**src/sv/ppm_pkg.sv**
```systemverilog
// Shared constants, register codes and controller/datapath link types of the PPM decoder.
package ppm_pkg;

    localparam int CHANNEL_COUNT = 8;
    localparam int CHAN_IDX_W    = $clog2(CHANNEL_COUNT + 1);

    localparam int CNT_W        = 16;
    localparam int TPU_W        = 8;
    localparam int CHAN_W       = 3;
    localparam int RCV_W        = 4;
    localparam int CFG_IDX_W    = 1;
    localparam int CFG_DATA_W   = 16;

    localparam logic [CNT_W-1:0] TOP_RESET = 16'd30000;
    localparam logic [TPU_W-1:0] TPU_RESET = 8'd12;

    // Configuration register indexes
    localparam logic [CFG_IDX_W-1:0] REG_TOP_TICKS    = 1'd0;
    localparam logic [CFG_IDX_W-1:0] REG_TICKS_PER_US = 1'd1;

    // Restoring divider: one quotient bit per cycle
    localparam int DIV_STEPS = CNT_W;
    localparam int DIV_CNT_W = $clog2(DIV_STEPS);

    typedef struct packed {
        logic hit;        // counter matched top on this tick
        logic qual_edge;  // qualified edge on this tick
        logic full;       // frame already holds CHANNEL_COUNT channels
    } t_dp_status;

    typedef struct packed {
        logic clear_cnt;   // restart the tick counter
        logic toggle_pol;  // flip the awaited edge polarity
        logic clear_chan;  // restart the channel index
        logic emit;        // measure the current channel
    } t_ctrl_cmd;

endpackage

```
**src/sv/ppm_if.sv**
```systemverilog
// Handshake channel interfaces: tick input, measurement output, configuration write.
interface ppm_in_if;
    logic valid;
    logic ready;
    logic pin_level;

    modport source (output valid, output pin_level, input ready);
    modport sink   (input valid, input pin_level, output ready);
endinterface

interface ppm_out_if import ppm_pkg::*; ();
    logic              valid;
    logic              ready;
    logic [CHAN_W-1:0] channel;
    logic [CNT_W-1:0]  width_us;
    logic [RCV_W-1:0]  received_count;

    modport source (output valid, output channel, output width_us, output received_count,
                    input ready);
    modport sink   (input valid, input channel, input width_us, input received_count,
                    output ready);
endinterface

interface ppm_cfg_if import ppm_pkg::*; ();
    logic                  valid;
    logic                  ready;
    logic [CFG_IDX_W-1:0]  index;
    logic [CFG_DATA_W-1:0] data;

    modport source (output valid, output index, output data, input ready);
    modport sink   (input valid, input index, input data, output ready);
endinterface

```
**src/sv/ppm_div.sv**
```systemverilog
// Restoring divider of a tick count by the ticks-per-microsecond divisor, one bit per cycle.
module ppm_div import ppm_pkg::*; (
    input  logic             i_clk,
    input  logic             i_rst_n,
    input  logic             i_start,
    input  logic [CNT_W-1:0] i_dividend,
    input  logic [TPU_W-1:0] i_divisor,
    input  logic             i_ack,
    output logic             o_busy,
    output logic             o_done,
    output logic [CNT_W-1:0] o_quotient
);

    logic                 r_run;
    logic                 r_done;
    logic [DIV_CNT_W-1:0] r_step;
    logic [TPU_W-1:0]     r_rem;
    logic [CNT_W-1:0]     r_q;
    logic [TPU_W-1:0]     r_div;

    logic [TPU_W:0] rem_sh;
    logic [TPU_W:0] diff;
    logic           ge;

    always_comb begin
        rem_sh = {r_rem, r_q[CNT_W-1]};
        diff   = rem_sh - {1'b0, r_div};
        ge     = (rem_sh >= {1'b0, r_div});
    end

    always_ff @(posedge i_clk) begin
        if (!i_rst_n) begin
            r_run  <= 1'b0;
            r_done <= 1'b0;
            r_step <= '0;
        end else if (i_start) begin
            r_run  <= 1'b1;
            r_done <= 1'b0;
            r_step <= '0;
            r_rem  <= '0;
            r_q    <= i_dividend;
            r_div  <= i_divisor;
        end else if (r_run) begin
            r_rem  <= ge ? diff[TPU_W-1:0] : rem_sh[TPU_W-1:0];
            r_q    <= {r_q[CNT_W-2:0], ge};
            r_step <= r_step + 1'b1;
            if (r_step == DIV_CNT_W'(DIV_STEPS - 1)) begin
                r_run  <= 1'b0;
                r_done <= 1'b1;
            end
        end else if (i_ack) begin
            r_done <= 1'b0;
        end
    end

    assign o_busy     = r_run | r_done;
    assign o_done     = r_done;
    assign o_quotient = r_q;

`ifndef SYNTH
    a_rem_below_div: assert property (@(posedge i_clk) disable iff (!i_rst_n)
        r_run |-> (r_rem < r_div))
        else $error("divider remainder not below divisor");
`endif

endmodule

```
**src/sv/ppm_ctrl.sv**
```systemverilog
// Decoder state machine: sync search, channel start, pulse end and next-channel edges.
module ppm_ctrl import ppm_pkg::*; (
    input  logic       i_clk,
    input  logic       i_rst_n,
    input  t_dp_status i_status,
    output t_ctrl_cmd  o_cmd
);

    typedef enum logic [2:0] {
        ST_START = 3'd0,
        ST_NEXT  = 3'd1,
        ST_PAUSE = 3'd2,
        ST_SYNC  = 3'd3,
        ST_END   = 3'd4
    } t_state;

    t_state r_state;
    t_state n_state;
    t_state eff_state;

    always_comb begin
        eff_state = i_status.hit ? ST_SYNC : r_state;
        n_state   = eff_state;
        o_cmd     = '0;
        o_cmd.clear_cnt = i_status.hit;
        if (i_status.qual_edge) begin
            case (eff_state)
                ST_SYNC: begin
                    n_state          = ST_START;
                    o_cmd.clear_chan = 1'b1;
                    o_cmd.toggle_pol = 1'b1;
                end
                ST_START: begin
                    n_state          = ST_END;
                    o_cmd.clear_cnt  = 1'b1;
                    o_cmd.toggle_pol = 1'b1;
                end
                ST_END: begin
                    n_state          = ST_NEXT;
                    o_cmd.toggle_pol = 1'b1;
                end
                ST_NEXT: begin
                    n_state          = ST_END;
                    o_cmd.clear_cnt  = 1'b1;
                    o_cmd.toggle_pol = 1'b1;
                    o_cmd.emit       = !i_status.full;
                end
                default: begin
                    // Waiting for the pause: edges only restart the counter
                    n_state         = ST_PAUSE;
                    o_cmd.clear_cnt = 1'b1;
                end
            endcase
        end
    end

    always_ff @(posedge i_clk) begin
        if (!i_rst_n) begin
            r_state <= ST_PAUSE;
        end else begin
            r_state <= n_state;
        end
    end

`ifndef SYNTH
    a_emit_to_end: assert property (@(posedge i_clk) disable iff (!i_rst_n)
        o_cmd.emit |=> (r_state == ST_END))
        else $error("measurement not followed by pulse-end wait");

    a_sync_to_start: assert property (@(posedge i_clk) disable iff (!i_rst_n)
        o_cmd.clear_chan |=> (r_state == ST_START))
        else $error("sync edge not followed by channel start wait");
`endif

endmodule

```
**src/sv/ppm_dp.sv**
```systemverilog
// Datapath: tick counter, edge qualifier, channel index, config registers, divider, output word.
module ppm_dp import ppm_pkg::*; (
    input  logic           i_clk,
    input  logic           i_rst_n,
    ppm_in_if.sink         i_in,
    ppm_out_if.source      o_out,
    ppm_cfg_if.sink        i_cfg,
    input  t_ctrl_cmd      i_cmd,
    output t_dp_status     o_status
);

    logic [CNT_W-1:0]      r_top;
    logic [TPU_W-1:0]      r_tpu;
    logic [CNT_W-1:0]      r_cnt;
    logic                  r_wait_rise;
    logic                  r_last;
    logic [CHAN_IDX_W-1:0] r_chan_idx;
    logic [CHAN_W-1:0]     r_res_chan;
    logic [RCV_W-1:0]      r_res_rcv;
    logic                  r_out_valid;
    logic [CHAN_W-1:0]     r_out_chan;
    logic [CNT_W-1:0]      r_out_width;
    logic [RCV_W-1:0]      r_out_rcv;

    logic             tick;
    logic             hit;
    logic             eff_wr;
    logic             qual;
    logic [TPU_W-1:0] tpu_eff;
    logic [CNT_W-1:0] idx_ext;
    logic             div_busy;
    logic             div_done;
    logic             div_ack;
    logic             slot_free;
    logic [CNT_W-1:0] quot;

    assign i_in.ready  = !div_busy;
    assign i_cfg.ready = 1'b1;

    always_comb begin
        tick    = i_in.valid & i_in.ready;
        hit     = tick & (r_cnt == r_top);
        eff_wr  = hit ? !i_in.pin_level : r_wait_rise;
        qual    = tick & (eff_wr ? (!r_last & i_in.pin_level) : (r_last & !i_in.pin_level));
        tpu_eff = (r_tpu == '0) ? TPU_W'(1) : r_tpu;
        idx_ext = CNT_W'(r_chan_idx);
        o_status.hit       = hit;
        o_status.qual_edge = qual;
        o_status.full      = (r_chan_idx >= CHAN_IDX_W'(CHANNEL_COUNT));
        slot_free = !r_out_valid | o_out.ready;
        div_ack   = div_done & slot_free;
    end

    ppm_div u_div (
        .i_clk      (i_clk),
        .i_rst_n    (i_rst_n),
        .i_start    (i_cmd.emit),
        .i_dividend (r_cnt),
        .i_divisor  (tpu_eff),
        .i_ack      (div_ack),
        .o_busy     (div_busy),
        .o_done     (div_done),
        .o_quotient (quot)
    );

    always_ff @(posedge i_clk) begin
        if (!i_rst_n) begin
            r_top       <= TOP_RESET;
            r_tpu       <= TPU_RESET;
            r_cnt       <= '0;
            r_wait_rise <= 1'b0;
            r_last      <= 1'b1;
            r_chan_idx  <= '0;
            r_out_valid <= 1'b0;
        end else begin
            if (i_cfg.valid) begin
                case (i_cfg.index)
                    REG_TOP_TICKS:    r_top <= i_cfg.data;
                    REG_TICKS_PER_US: r_tpu <= i_cfg.data[TPU_W-1:0];
                    default:          ;
                endcase
            end
            if (tick) begin
                r_last      <= i_in.pin_level;
                r_wait_rise <= eff_wr ^ i_cmd.toggle_pol;
                r_cnt       <= i_cmd.clear_cnt ? '0 : r_cnt + 1'b1;
            end
            if (i_cmd.clear_chan) begin
                r_chan_idx <= '0;
            end else if (i_cmd.emit) begin
                r_chan_idx <= r_chan_idx + 1'b1;
                r_res_chan <= idx_ext[CHAN_W-1:0];
                r_res_rcv  <= RCV_W'(idx_ext + CNT_W'(1));
            end
            if (div_ack) begin
                r_out_valid <= 1'b1;
                r_out_chan  <= r_res_chan;
                r_out_width <= quot;
                r_out_rcv   <= r_res_rcv;
            end else if (o_out.ready) begin
                r_out_valid <= 1'b0;
            end
        end
    end

    assign o_out.valid          = r_out_valid;
    assign o_out.channel        = r_out_chan;
    assign o_out.width_us       = r_out_width;
    assign o_out.received_count = r_out_rcv;

`ifndef SYNTH
    a_idx_bound: assert property (@(posedge i_clk) disable iff (!i_rst_n)
        r_chan_idx <= CHAN_IDX_W'(CHANNEL_COUNT))
        else $error("channel index beyond frame size");

    a_emit_advances: assert property (@(posedge i_clk) disable iff (!i_rst_n)
        i_cmd.emit |=> (r_chan_idx == $past(r_chan_idx) + 1'b1) && div_busy)
        else $error("measurement did not advance index or start divider");
`endif

endmodule

```
**src/sv/ppm_pulse_train_decoder.sv**
```systemverilog
// A channel word is registered for output once the divider has run its 16 divide steps after the
// tick with its closing edge. Throughput: one tick per cycle; a tick that measures a channel holds
// off input while the shared bit-serial divider works, longer if the output word is not taken.
// Reset (synchronous, active low): wait for sync pause, counter 0, wait falling edge,
// last level high, channel index 0, top_ticks 30000, ticks_per_us 12, output empty.
module ppm_pulse_train_decoder import ppm_pkg::*; (
    input  logic      i_clk,
    input  logic      i_rst_n,
    ppm_in_if.sink    i_in,
    ppm_cfg_if.sink   i_cfg,
    ppm_out_if.source o_out
);

    // Control and status between the state machine and the datapath
    t_dp_status status;
    t_ctrl_cmd  cmd;

    // Decoder state machine: pause, sync, start, pulse end, next channel
    ppm_ctrl u_ctrl (
        .i_clk    (i_clk),
        .i_rst_n  (i_rst_n),
        .i_status (status),
        .o_cmd    (cmd)
    );

    // Counter, edge qualifier, channel index, divider and output word register
    ppm_dp u_dp (
        .i_clk    (i_clk),
        .i_rst_n  (i_rst_n),
        .i_in     (i_in),
        .o_out    (o_out),
        .i_cfg    (i_cfg),
        .i_cmd    (cmd),
        .o_status (status)
    );

endmodule
```
**src/flat_wrapper.sv**
```systemverilog
// flat-port wrapper written by rule: the top's interface ports become plain ports
module ppm_pulse_train_decoder_flat import ppm_pkg::*;
  (i_clk, i_rst_n, i_in_valid, i_in_pin_level, i_in_ready, i_cfg_valid, i_cfg_index, i_cfg_data, i_cfg_ready, o_out_valid, o_out_channel, o_out_width_us, o_out_received_count, o_out_ready);
  ppm_in_if i_in_i ();
  ppm_cfg_if i_cfg_i ();
  ppm_out_if o_out_i ();
  input  logic i_clk;
  input  logic i_rst_n;
  input wire logic [$bits(i_in_i.valid)-1:0] i_in_valid;
  input wire logic [$bits(i_in_i.pin_level)-1:0] i_in_pin_level;
  output wire logic [$bits(i_in_i.ready)-1:0] i_in_ready;
  input wire logic [$bits(i_cfg_i.valid)-1:0] i_cfg_valid;
  input wire logic [$bits(i_cfg_i.index)-1:0] i_cfg_index;
  input wire logic [$bits(i_cfg_i.data)-1:0] i_cfg_data;
  output wire logic [$bits(i_cfg_i.ready)-1:0] i_cfg_ready;
  output wire logic [$bits(o_out_i.valid)-1:0] o_out_valid;
  output wire logic [$bits(o_out_i.channel)-1:0] o_out_channel;
  output wire logic [$bits(o_out_i.width_us)-1:0] o_out_width_us;
  output wire logic [$bits(o_out_i.received_count)-1:0] o_out_received_count;
  input wire logic [$bits(o_out_i.ready)-1:0] o_out_ready;
  assign i_in_i.valid = i_in_valid;
  assign i_in_i.pin_level = i_in_pin_level;
  assign i_in_ready = i_in_i.ready;
  assign i_cfg_i.valid = i_cfg_valid;
  assign i_cfg_i.index = i_cfg_index;
  assign i_cfg_i.data = i_cfg_data;
  assign i_cfg_ready = i_cfg_i.ready;
  assign o_out_valid = o_out_i.valid;
  assign o_out_channel = o_out_i.channel;
  assign o_out_width_us = o_out_i.width_us;
  assign o_out_received_count = o_out_i.received_count;
  assign o_out_i.ready = o_out_ready;
  ppm_pulse_train_decoder u_core (.i_clk(i_clk), .i_rst_n(i_rst_n), .i_in(i_in_i), .i_cfg(i_cfg_i), .o_out(o_out_i));
endmodule
```
**config.mk**
```make
export PLATFORM = sky130hd
export DESIGN_NAME = ppm_pulse_train_decoder_flat
export DESIGN_NICKNAME = d
export VERILOG_FILES = /design/src/sv/ppm_pkg.sv /design/src/sv/ppm_if.sv /design/src/sv/ppm_div.sv /design/src/sv/ppm_ctrl.sv /design/src/sv/ppm_dp.sv /design/src/sv/ppm_pulse_train_decoder.sv /design/src/flat_wrapper.sv
export SDC_FILE = /design/constraint.sdc
export NUM_CORES = 1
export LEC_CHECK = 0
export BUFFER_PORTS_ARGS = -buffer_cell sky130_fd_sc_hd__buf_2
export CAP_MARGIN = 10
export CORE_ASPECT_RATIO = 0.9
export CORE_MARGIN = 2
export CORE_UTILIZATION = 35
export DETAILED_ROUTE_END_ITERATION = 7
export MAX_ROUTING_LAYER = met4
export PLACE_DENSITY_LB_ADDON = 0.2
export SETUP_SLACK_MARGIN = 0.05
export SLEW_MARGIN = 20
export SYNTH_ARGS = -nofsm -noshare
export SYNTH_HDL_FRONTEND = slang
export SYNTH_SLANG_ARGS = --single-unit
export TNS_END_PERCENT = 50
```
**constraint.sdc**
```tcl
create_clock -name i_clk -period 7.4 [get_ports i_clk]
set_input_delay 0.74 -clock i_clk [delete_from_list [all_inputs] [get_ports i_clk]]
set_output_delay 0.74 -clock i_clk [all_outputs]
set_load 0.005 [all_outputs]
```
; ---- Yosys cells after proc, flatten, opt, wreduce, memory -nomap -nowiden
; Cells that the tools add are included.
[word_totals]
regBits = 118
latchBits = 0
ramBits = 0
romBits = 0
inputBits = 23
out_inout_bits = 26
elab_cells = 89
mem_count = 0
[classes]
n_addsub = 5
n_mul = 0
div_mod_pow = 0
n_lt_le_gt_ge = 2
n_eq_ne = 6
shift = 0
n_mux = 23
n_bitwise = 12
reduce_logical = 22
[ops]
columns = op, count
row1 = $mux 16, 3
row2 = $add 16x1->16 const B, 1
row3 = $eq 16x16->1, 1
row4 = $mux 8, 2
row5 = $mux 1, 14
row6 = $add 4x1->4 const B, 3
row7 = $reduce_and 2->1, 6
row8 = $ge 9x8->1, 1
row9 = $pmux 3 s3, 1
row10 = $logic_not 8->1, 1
row11 = $reduce_or 2->1, 4
row12 = $sub 8x8->8, 1
row13 = $and 1x1->1, 6
row14 = $mux 3, 2
row15 = $reduce_bool 2->1, 3
row16 = $logic_not 1->1, 5
row17 = $eq 4x4->1 const B, 1
row18 = $ge 4x4->1 const B, 1
row19 = $mux 4, 1
row20 = $reduce_or 4->1, 1
row21 = $eq 3x1->1 const B, 1
row22 = $eq 3x2->1 const B, 1
row23 = $eq 3x3->1 const B, 1
row24 = $logic_not 3->1, 1
row25 = 5 further kinds, 8

; ---- Longest topological paths before layout
; Gate-level depths: netlist of the first run.
[logic_depth]
word_depth = 11
mapped_depth = 9
mapped_depth_nobuf = 9

; ---- By module
; From an unflattened synthesis of the first run, not the netlist that was laid out.
[unflattened]
hier_cells = 492
area_unflattened_um2 = 5302.6
[modules_own_cells]
columns = module, n_inst, cells_each, area_each_um2, seq_area_each_um2
row1 = ppm_dp, 1, 306, 3079.2, 1841.8
row2 = ppm_div, 1, 160, 1994.4, 1081.0
row3 = ppm_ctrl, 1, 26, 229.0, 60.1

; ---- Least setup slack after synthesis of the first run
; No wires, ideal clock.
[synth_path]
path_kind = input-to-reg
startpoint = in i_in_pin_level
endpoint = reg u_core.u_dp.u_div.r_q[0] (netlist: u_core.u_dp.u_div.o_quotient[0]), enable pin
setup_time_ps = 405
arrival_ps = 3002
required_time_ps = 6995
path_slack_ps = 3993
path_stages = 7
path_buffers = 1
cell_sequence = nor3b_1 -> o21ai_2 -> nand2b_4 -> a2111oi_4 -> buf_2 -> nor2_1 -> nor2_1
[synth_via]
elab_chain_cells = 7
elab_cells_between_ends = 9
cone_classes = mux (3) / bitwise (3) / reduce/logical (3)
[synth_rtl]
columns = element, line_no
row1 = "start, declared", flat_wrapper.sv:10  ; input wire logic [$bits(i_in_i.pin_level)-1:0] i_in_pin_level;
row2 = $logic_not 1->1, "ppm_dp.sv:43, ppm_dp.sv:44"
row3 = $and 1x1->1 / $mux 1 (equally long branches), "ppm_dp.sv:44, ppm_dp.sv:43"
row4 = $mux 1 (*), ppm_dp.sv:44  ; qual = tick & (eff_wr ? (!r_last & i_in.pin_level) : (r_last & !i_in.pin_level));
row5 = $and 1x1->1 (*), ppm_dp.sv:44
row6 = $mux 4 (*), ppm_ctrl.sv:26  ; if (i_status.qual_edge) begin
row7 = $reduce_bool 2->1 (no source line) (*), n/a
row8 = $reduce_and 2->1 (no source line) (*), n/a
row9 = "end signal, assigned", ppm_div.sv:41  ; r_q <= i_dividend;
row10 = "end signal, assigned", ppm_div.sv:45  ; r_q <= {r_q[CNT_W-2:0], ge};
row11 = "end, declared", ppm_div.sv:18  ; logic [CNT_W-1:0] r_q;
; Every way passes the cells marked *; elsewhere a longest branch is shown, timed or not.
; A chain may end at the register's enable or synchronous reset.

; ---- Final worst setup path of the first run
[layout_path]
startpoint = reg u_core.u_dp.u_div.r_run
endpoint = reg u_core.u_dp.u_div.r_rem[5], enable pin
[layout_via]
elab_chain_cells = 10
elab_cells_between_ends = 13
cone_classes = eq/ne (1) / mux (5) / bitwise (4) / reduce/logical (3)
[layout_rtl]
columns = element, line_no
row1 = "start, declared", ppm_div.sv:14  ; logic r_run;
row2 = "start signal, assigned", ppm_div.sv:33  ; r_run <= 1'b0;
row3 = "start signal, assigned", ppm_div.sv:37  ; r_run <= 1'b1;
row4 = "start signal, assigned", ppm_div.sv:48  ; r_run <= 1'b0;
row5 = $or 1x1->1, ppm_div.sv:56  ; assign o_busy = r_run | r_done;
row6 = $logic_not 1->1, ppm_dp.sv:37  ; assign i_in.ready = !div_busy;
row7 = $and 1x1->1, ppm_dp.sv:41  ; tick = i_in.valid & i_in.ready;
row8 = $and 1x1->1, ppm_dp.sv:42  ; hit = tick & (r_cnt == r_top);
row9 = $mux 3 / $mux 1 (equally long branches), "ppm_ctrl.sv:22, ppm_dp.sv:43"
row10 = $eq 3x1->1 / $mux 1 (equally long branches), "ppm_ctrl.sv:27, ppm_dp.sv:44"
row11 = $mux 1 / $and 1x1->1 (equally long branches), "ppm_ctrl.sv:27, ppm_dp.sv:44"
row12 = $mux 4, ppm_ctrl.sv:26
row13 = $reduce_bool 2->1 (no source line) (*), n/a
row14 = $reduce_and 2->1 (no source line) (*), n/a
row15 = "end signal, assigned", ppm_div.sv:44  ; r_rem <= ge ? diff[TPU_W-1:0] : rem_sh[TPU_W-1:0];
row16 = "end, declared", ppm_div.sv:17  ; logic [TPU_W-1:0] r_rem;
; Marks and branches as above.

==> impl_metrics.env, run 1 <==
export IMPL_outcome="complete, no violations"
export IMPL_cp_num_buf_inv=1
export IMPL_vias=3431
export IMPL_syn_nets=508
export IMPL_ys_flop_type="edfxtp_1"
export IMPL_hold_path_cell_count=0
export IMPL_whs_endpoint="u_core.u_dp.o_out.channel[1]$_DFFE_PP_"
export IMPL_core_area_um2=14700
export IMPL_startpoint="u_core.u_dp.u_div.r_run$_SDFF_PN0_"
export IMPL_grt_max_degree=37
export IMPL_ios=49
export IMPL_htree_levels=4
export IMPL_layout_nets=551
export IMPL_port_buffers=47
export IMPL_grt_usage_pct=13.9
export IMPL_firstDrtPassIters=4
export IMPL_synthArstFlopShare_pct=0
export IMPL_routed_wl_um=10100
export IMPL_cts_buffers_inserted=17
export IMPL_setup_viol=0
export IMPL_timing_rr_end="u_core.u_dp.u_div.r_rem[5]$_SDFFCE_PP0P_"
export IMPL_yosysUniqueCellTypes=47
export IMPL_synth_seq_area_share_pct=57.2
export IMPL_hold_class="reg -> reg"
export IMPL_cts_root_buffer="clkbuf_16"
export IMPL_timing_fmax_ghz=0.311
export IMPL_cp_cell_sequence="nor3b_4, o21ai_2, nand2b_4, a2111oi_4, buf_4, nor2_1, nor2_4"
export IMPL_slew_violations=0
export IMPL_synthTopCellsByArea="edfxtp_1, dfxtp_1, xor2_1, nand2_1, mux2_2"
export IMPL_synth_edf_count=62
export IMPL_grt_antenna_before_repair=0
export IMPL_path_clk_slew_ns=0.05
export IMPL_cts_tree="built"
export IMPL_critical_path_required_ns=7.43
export IMPL_synth_area_per_cell_um2=11.1
export IMPL_grt_pass1_wl_um=16600
export IMPL_die_area_um2=15900
export IMPL_syn_cell_area_um2=5220
export IMPL_yosysTopAreaCellShare_pct=35.7
export IMPL_use_met3_pct=4.60
export IMPL_cts_hold_buf=0
export IMPL_routed_via_density=4.73
export IMPL_rr_worst_depth=7
export IMPL_maxSlewHeadroom_pct=34.4
export IMPL_dieWidth_um=133
export IMPL_postPlaceCellArea_um2=5610
export IMPL_ys_warn_count=0
export IMPL_cp_end_kind="flip-flop"
export IMPL_maxCapViolations=0
export IMPL_power_density_nw_per_um2=241
export IMPL_drtAntennaViolNets=0
export IMPL_critPathTopFamily="simple AND/OR/NAND/NOR gates"
export IMPL_stdcell_area_um2=6170
export IMPL_power_leakage_nw=2.36
export IMPL_ir_worst_vdd_mv=0.148
export IMPL_rows=42
export IMPL_cts_setup_buffers=0
export IMPL_worst_clock_skew_ns=0.00682
export IMPL_dpl_hpwl_um=7290
export IMPL_cp_arrival_ns=3.25
export IMPL_area_delta_synth_final_pct=18.2
export IMPL_clk_insertion_delay_late_ns=0.41
export IMPL_drtIter0Drc=212
export IMPL_crit_slowest_cell="nor3b_4"
export IMPL_clock_sinks=118
export IMPL_critPathKind="reg -> reg"
export IMPL_drc=0
export IMPL_fin_tns_setup_ns=0
export IMPL_synth_cells=472
export IMPL_synth_area_leader_cell="edfxtp_1"
export IMPL_crit_fanout=32
export IMPL_gr_total_overflow=0
export IMPL_fp_dieH_um=120
export IMPL_crit_path_max_incr_delay_ns=0.58
export IMPL_start_util_pct=35.6
export IMPL_start_kind="flip-flop"
export IMPL_fin_crit_sh_pct=43.5
export IMPL_diodes=0
export IMPL_clk_path_buf_depth=2
export IMPL_first_global_vias=3301
export IMPL_reg2reg_slack_ns=4.18
export IMPL_worst_pin_slew_ns=0.981
export IMPL_grt_setup_unrepaired="false"
export IMPL_drive_gt1_share_pct=18.4
export IMPL_finalCriticalPeriod_ns=3.22
export IMPL_r2r_start="u_core.u_dp.u_div.r_run$_SDFF_PN0_"
export IMPL_grtUsageMet1_pct=19.6
export IMPL_yosys_top_cells_count="edfxtp_1, nand2_1, dfxtp_1"
export IMPL_cts_resized_gates=0
export IMPL_post_drt_wl_per_cell_um=13.9
export IMPL_post_route_util_pct=42.1
export IMPL_finalHoldViolations=0
export IMPL_top_usage_layer="met1"
export IMPL_grt_use_met2_pct=18.2
export IMPL_hold_start="u_core.u_dp.r_res_chan[1]$_DFFE_PP_"
export IMPL_gp_congestion=0.815
export IMPL_ys_ff_latch=118
[sequential cells by signal (all words and copies together) (netlist names), 3 cells and up]
signal	cells
u_core.u_dp.u_div.r_rem	8
u_core.u_dp.r_chan_idx	4
u_core.u_ctrl.r_state	3
u_core.u_dp.u_div.r_div	8
u_core.u_dp.u_div.o_quotient	16
u_core.u_dp.r_top	16
u_core.u_dp.r_res_chan	3
u_core.u_dp.r_cnt	16
u_core.u_dp.o_out.channel	3
u_core.u_dp.r_tpu	8
u_core.u_dp.o_out.received_count	4
u_core.u_dp.u_div.r_step	4
u_core.u_dp.o_out.width_us	16
u_core.u_dp.r_res_rcv	4
[logic make-up after synthesis]
kind of cell | Yosys count | share of synthesized area [%]
xor+xnor | 38 | 6.38
flops | 118 | 57.2
mux | 25 | 5.18
simple gates | 169 | 15.6
buf+inv | 46 | 3.84
other cells | 1 | 0.0719
compound gates | 62 | 8.52
fa+ha+maj | 13 | 3.26
[worst max-delay path by stage]
stage | to | slack [ns] | depth (start not counted)
2_1_floorplan | u_core.u_dp.u_div.o_quotient[0]$_DFFE_PP_ | 3.99 | 7
3_3_place_gp | u_core.u_dp.u_div.r_rem[7]$_SDFFCE_PP0P_ | 3.50 | 8
3_5_place_dp | u_core.u_dp.u_div.r_rem[7]$_SDFFCE_PP0P_ | 3.78 | 8
4_1_cts | u_core.u_dp.u_div.r_rem[5]$_SDFFCE_PP0P_ | 4.13 | 7
5_1_grt | u_core.u_dp.u_div.o_quotient[12]$_DFFE_PP_ | 3.97 | 7
6_report | u_core.u_dp.u_div.r_rem[5]$_SDFFCE_PP0P_ | 4.18 | 7
[metrics by stage]
stage                     total power [mW]  cells  hold WS, ns  worst slack [ns]
after global placement               0.753    694        0.405              3.50
after CTS                             1.50    726        0.416              4.13
after detailed placement             0.755    694        0.405              3.78
final                                 1.49    726        0.415              4.18
after global routing                  1.54    726        0.426              3.97
after floorplan                      0.741    472        0.400              3.99
[routing by layer]
metal	vias up	share of wire (%)
li1	1735	-
met1	1618	54
met2	70	40
met3	8	4.7
met4	0	1.1
met5	-	0
[where the power goes]
part | leakage (nW) | switching [mW] | internal, mW
Sequential | 1.01 | 0.00713 | 0.692
Clock | 0.265 | 0.261 | 0.483
Combinational | 1.08 | 0.0246 | 0.0173
[final cells by class]
class                   count  area [um2]
inverters                  20        75.1
flip-flops and latches    118        2980
clock buffers              26         489
multi-input cells         308        2060
repair buffers             50         258
clock inverters             6        51.3
fillers                  1418        8500
well taps                 198         248
[placed cells by master, fill, tap and decap left out, drive strengths merged, types with 4 or more instances in the layout]
cell	netlist	routed
clkbuf	16	26
ha	12	12
a21oi	10	10
nand4	6	6
o21ai	12	12
mux2	16	16
and2	4	4
nand2	62	62
edfxtp	62	62
nand3	20	20
a21boi	15	15
xnor2	6	6
xor2	32	32
and3	5	5
o21a	5	5
nor4	6	6
mux2i	9	9
nand2b	4	4
nor3	5	5
nor2	38	38
inv	20	20
nor2b	9	9
clkinv	0	5
buf	10	50
dfxtp	56	56
a211oi	6	6
Note: power is estimated with default switching activity, not from simulation.
==> run 2: changes to the inputs <==
==> constraint.sdc (replaced) <==
create_clock -name i_clk -period 3.3 [get_ports i_clk]
set_input_delay 0.33 -clock i_clk [delete_from_list [all_inputs] [get_ports i_clk]]
set_output_delay 0.33 -clock i_clk [all_outputs]
set_load 0.005 [all_outputs]
==> impl_metrics.env, run 2 (same netlist as run 1, synthesis figures left out) <==
export IMPL_r2r_start="u_core.u_dp.r_cnt[7]$_SDFFE_PN0P_"
export IMPL_cts_buffers_inserted=17
export IMPL_clock_sinks=118
export IMPL_postPlaceCellArea_um2=5650
export IMPL_cp_num_buf_inv=1
export IMPL_post_drt_wl_per_cell_um=14.0
export IMPL_startpoint="u_core.u_dp.r_cnt[7]$_SDFFE_PN0P_"
export IMPL_crit_path_max_incr_delay_ns=0.48
export IMPL_fin_crit_sh_pct=74.9
export IMPL_dieWidth_um=133
export IMPL_first_global_vias=3250
export IMPL_htree_levels=4
export IMPL_slew_violations=0
export IMPL_rr_worst_depth=6
export IMPL_dpl_hpwl_um=7400
export IMPL_grt_usage_pct=14.2
export IMPL_drtIter0Drc=209
export IMPL_hold_class="in -> reg"
export IMPL_critical_path_required_ns=3.37
export IMPL_timing_fmax_ghz=0.405
export IMPL_p_total_mw=3.35
export IMPL_diodes=0
export IMPL_crit_slowest_cell="dfxtp_1"
export IMPL_area_delta_synth_final_pct=18.7
export IMPL_layout_nets=556
export IMPL_grt_setup_unrepaired="false"
export IMPL_finalHoldViolations=0
export IMPL_cp_arrival_ns=2.54
export IMPL_routed_via_density=4.69
export IMPL_finalCriticalPeriod_ns=2.47
export IMPL_outcome="complete, no violations"
export IMPL_ir_worst_vdd_mv=0.359
export IMPL_power_density_nw_per_um2=540
export IMPL_critPathTopFamily="simple AND/OR/NAND/NOR gates"
export IMPL_worst_path_stages=6
export IMPL_worst_clock_skew_ns=0.00824
export IMPL_reg2reg_slack_ns=0.83
export IMPL_cts_setup_buffers=0
export IMPL_grt_pass1_wl_um=17000
export IMPL_die_area_um2=15900
export IMPL_drtAntennaViolNets=0
export IMPL_rows=42
export IMPL_maxCapViolations=0
export IMPL_ios=49
export IMPL_gp_congestion=0.862
export IMPL_worst_pin_slew_ns=0.927
export IMPL_critPathKind="reg -> reg"
export IMPL_gr_total_overflow=0
export IMPL_path_clk_slew_ns=0.05
export IMPL_final_cell_mix="nand2_1, edfxtp_1, dfxtp_1"
export IMPL_cts_tree="built"
export IMPL_clk_insertion_delay_late_ns=0.40
export IMPL_routed_wl_um=10200
export IMPL_cts_root_buffer="clkbuf_16"
export IMPL_crit_fanout=23
export IMPL_cp_end_kind="flip-flop"
export IMPL_cp_cell_sequence="xor2_1, nor4_1, and4_1, a2111oi_4, buf_4, and2_1"
export IMPL_vias=3431
export IMPL_drive_gt1_share_pct=19.9
export IMPL_maxSlewHeadroom_pct=38.0
export IMPL_crit_end="u_core.u_dp.r_res_rcv[2]$_DFFE_PP_"
export IMPL_start_kind="flip-flop"
export IMPL_timing_rr_end="u_core.u_dp.r_res_rcv[2]$_DFFE_PP_"
export IMPL_stdcell_area_um2=6190
export IMPL_drc=0
export IMPL_cts_hold_buf=0
export IMPL_setup_viol=0
export IMPL_firstDrtPassIters=4
export IMPL_fp_dieH_um=120
export IMPL_grt_max_degree=26
export IMPL_cts_resized_gates=0
export IMPL_clk_path_buf_depth=2
export IMPL_core_area_um2=14700
export IMPL_fin_tns_setup_ns=0
export IMPL_grt_antenna_before_repair=0
export IMPL_finalHoldWorstSlack_ns=0.149
export IMPL_power_leakage_nw=2.38
export IMPL_port_buffers=47
export IMPL_start_util_pct=35.6
-- run 2: where the power goes --
group          internal [mW]  switching [mW]
Sequential              1.55          0.0178
Clock                   1.07           0.611
Combinational         0.0403          0.0548
Total                   2.66           0.684
-- run 2: metal layers --
metal | share of wire (%) | routed length (um) | vias up | track usage, %
met5 | 0 | 0 | - | -
met4 | 1.0 | 105 | 0 | 5.65
met3 | 3.9 | 397 | 5 | 3.63
met2 | 41 | 4180 | 62 | 17.9
met1 | 54 | 5560 | 1616 | 21.3
li1 | - | - | 1748 | -
-- run 2: tightest hold or removal path: stages --
cell and delay [ns]:
buf_2 0.08, nand2_1 0.04, nand3_1 0.07
-- run 2: worst min-delay path by stage --
| stage | from | to | cells after the start |
|---|---|---|---|
| floorplan | u_core.u_dp.r_res_chan[0]$_DFFE_PP_ | u_core.u_dp.o_out.channel[0]$_DFFE_PP_ | 0 |
| global placement | u_core.u_dp.r_res_rcv[2]$_DFFE_PP_ | u_core.u_dp.o_out.received_count[2]$_DFFE_PP_ | 0 |
| detailed placement | u_core.u_dp.r_res_chan[1]$_DFFE_PP_ | u_core.u_dp.o_out.channel[1]$_DFFE_PP_ | 0 |
| CTS | i_cfg_data[12] | u_core.u_dp.r_top[12]$_SDFFE_PN1P_ | 3 |
| global route | i_cfg_data[12] | u_core.u_dp.r_top[12]$_SDFFE_PN1P_ | 3 |
| finish | i_cfg_data[12] | u_core.u_dp.r_top[12]$_SDFFE_PN1P_ | 3 |
-- run 2: final cells by class --
cell class                 count  area (um2)
fill                        1387        8470
sequential                   118        2980
multi-input combinational    308        2050
clock buffer                  24         472
timing repair buffer          55         295
tap                          198         248
inverter                      20        75.1
clock inverter                 8        73.8
-- run 2: stage by stage --
| stage | setup WS, ns | utilization (%) | std cells |
|---|---|---|---|
| 5_1_grt | 0.620 | 42.2 | 731 |
| 3_5_place_dp | 0.798 | 38.5 | 699 |
| 2_1_floorplan | 0.226 | - | 472 |
| 6_report | 0.829 | 42.2 | 731 |
| 4_1_cts | 0.812 | 42.2 | 731 |
| 3_3_place_gp | 0.861 | 38.5 | 699 |
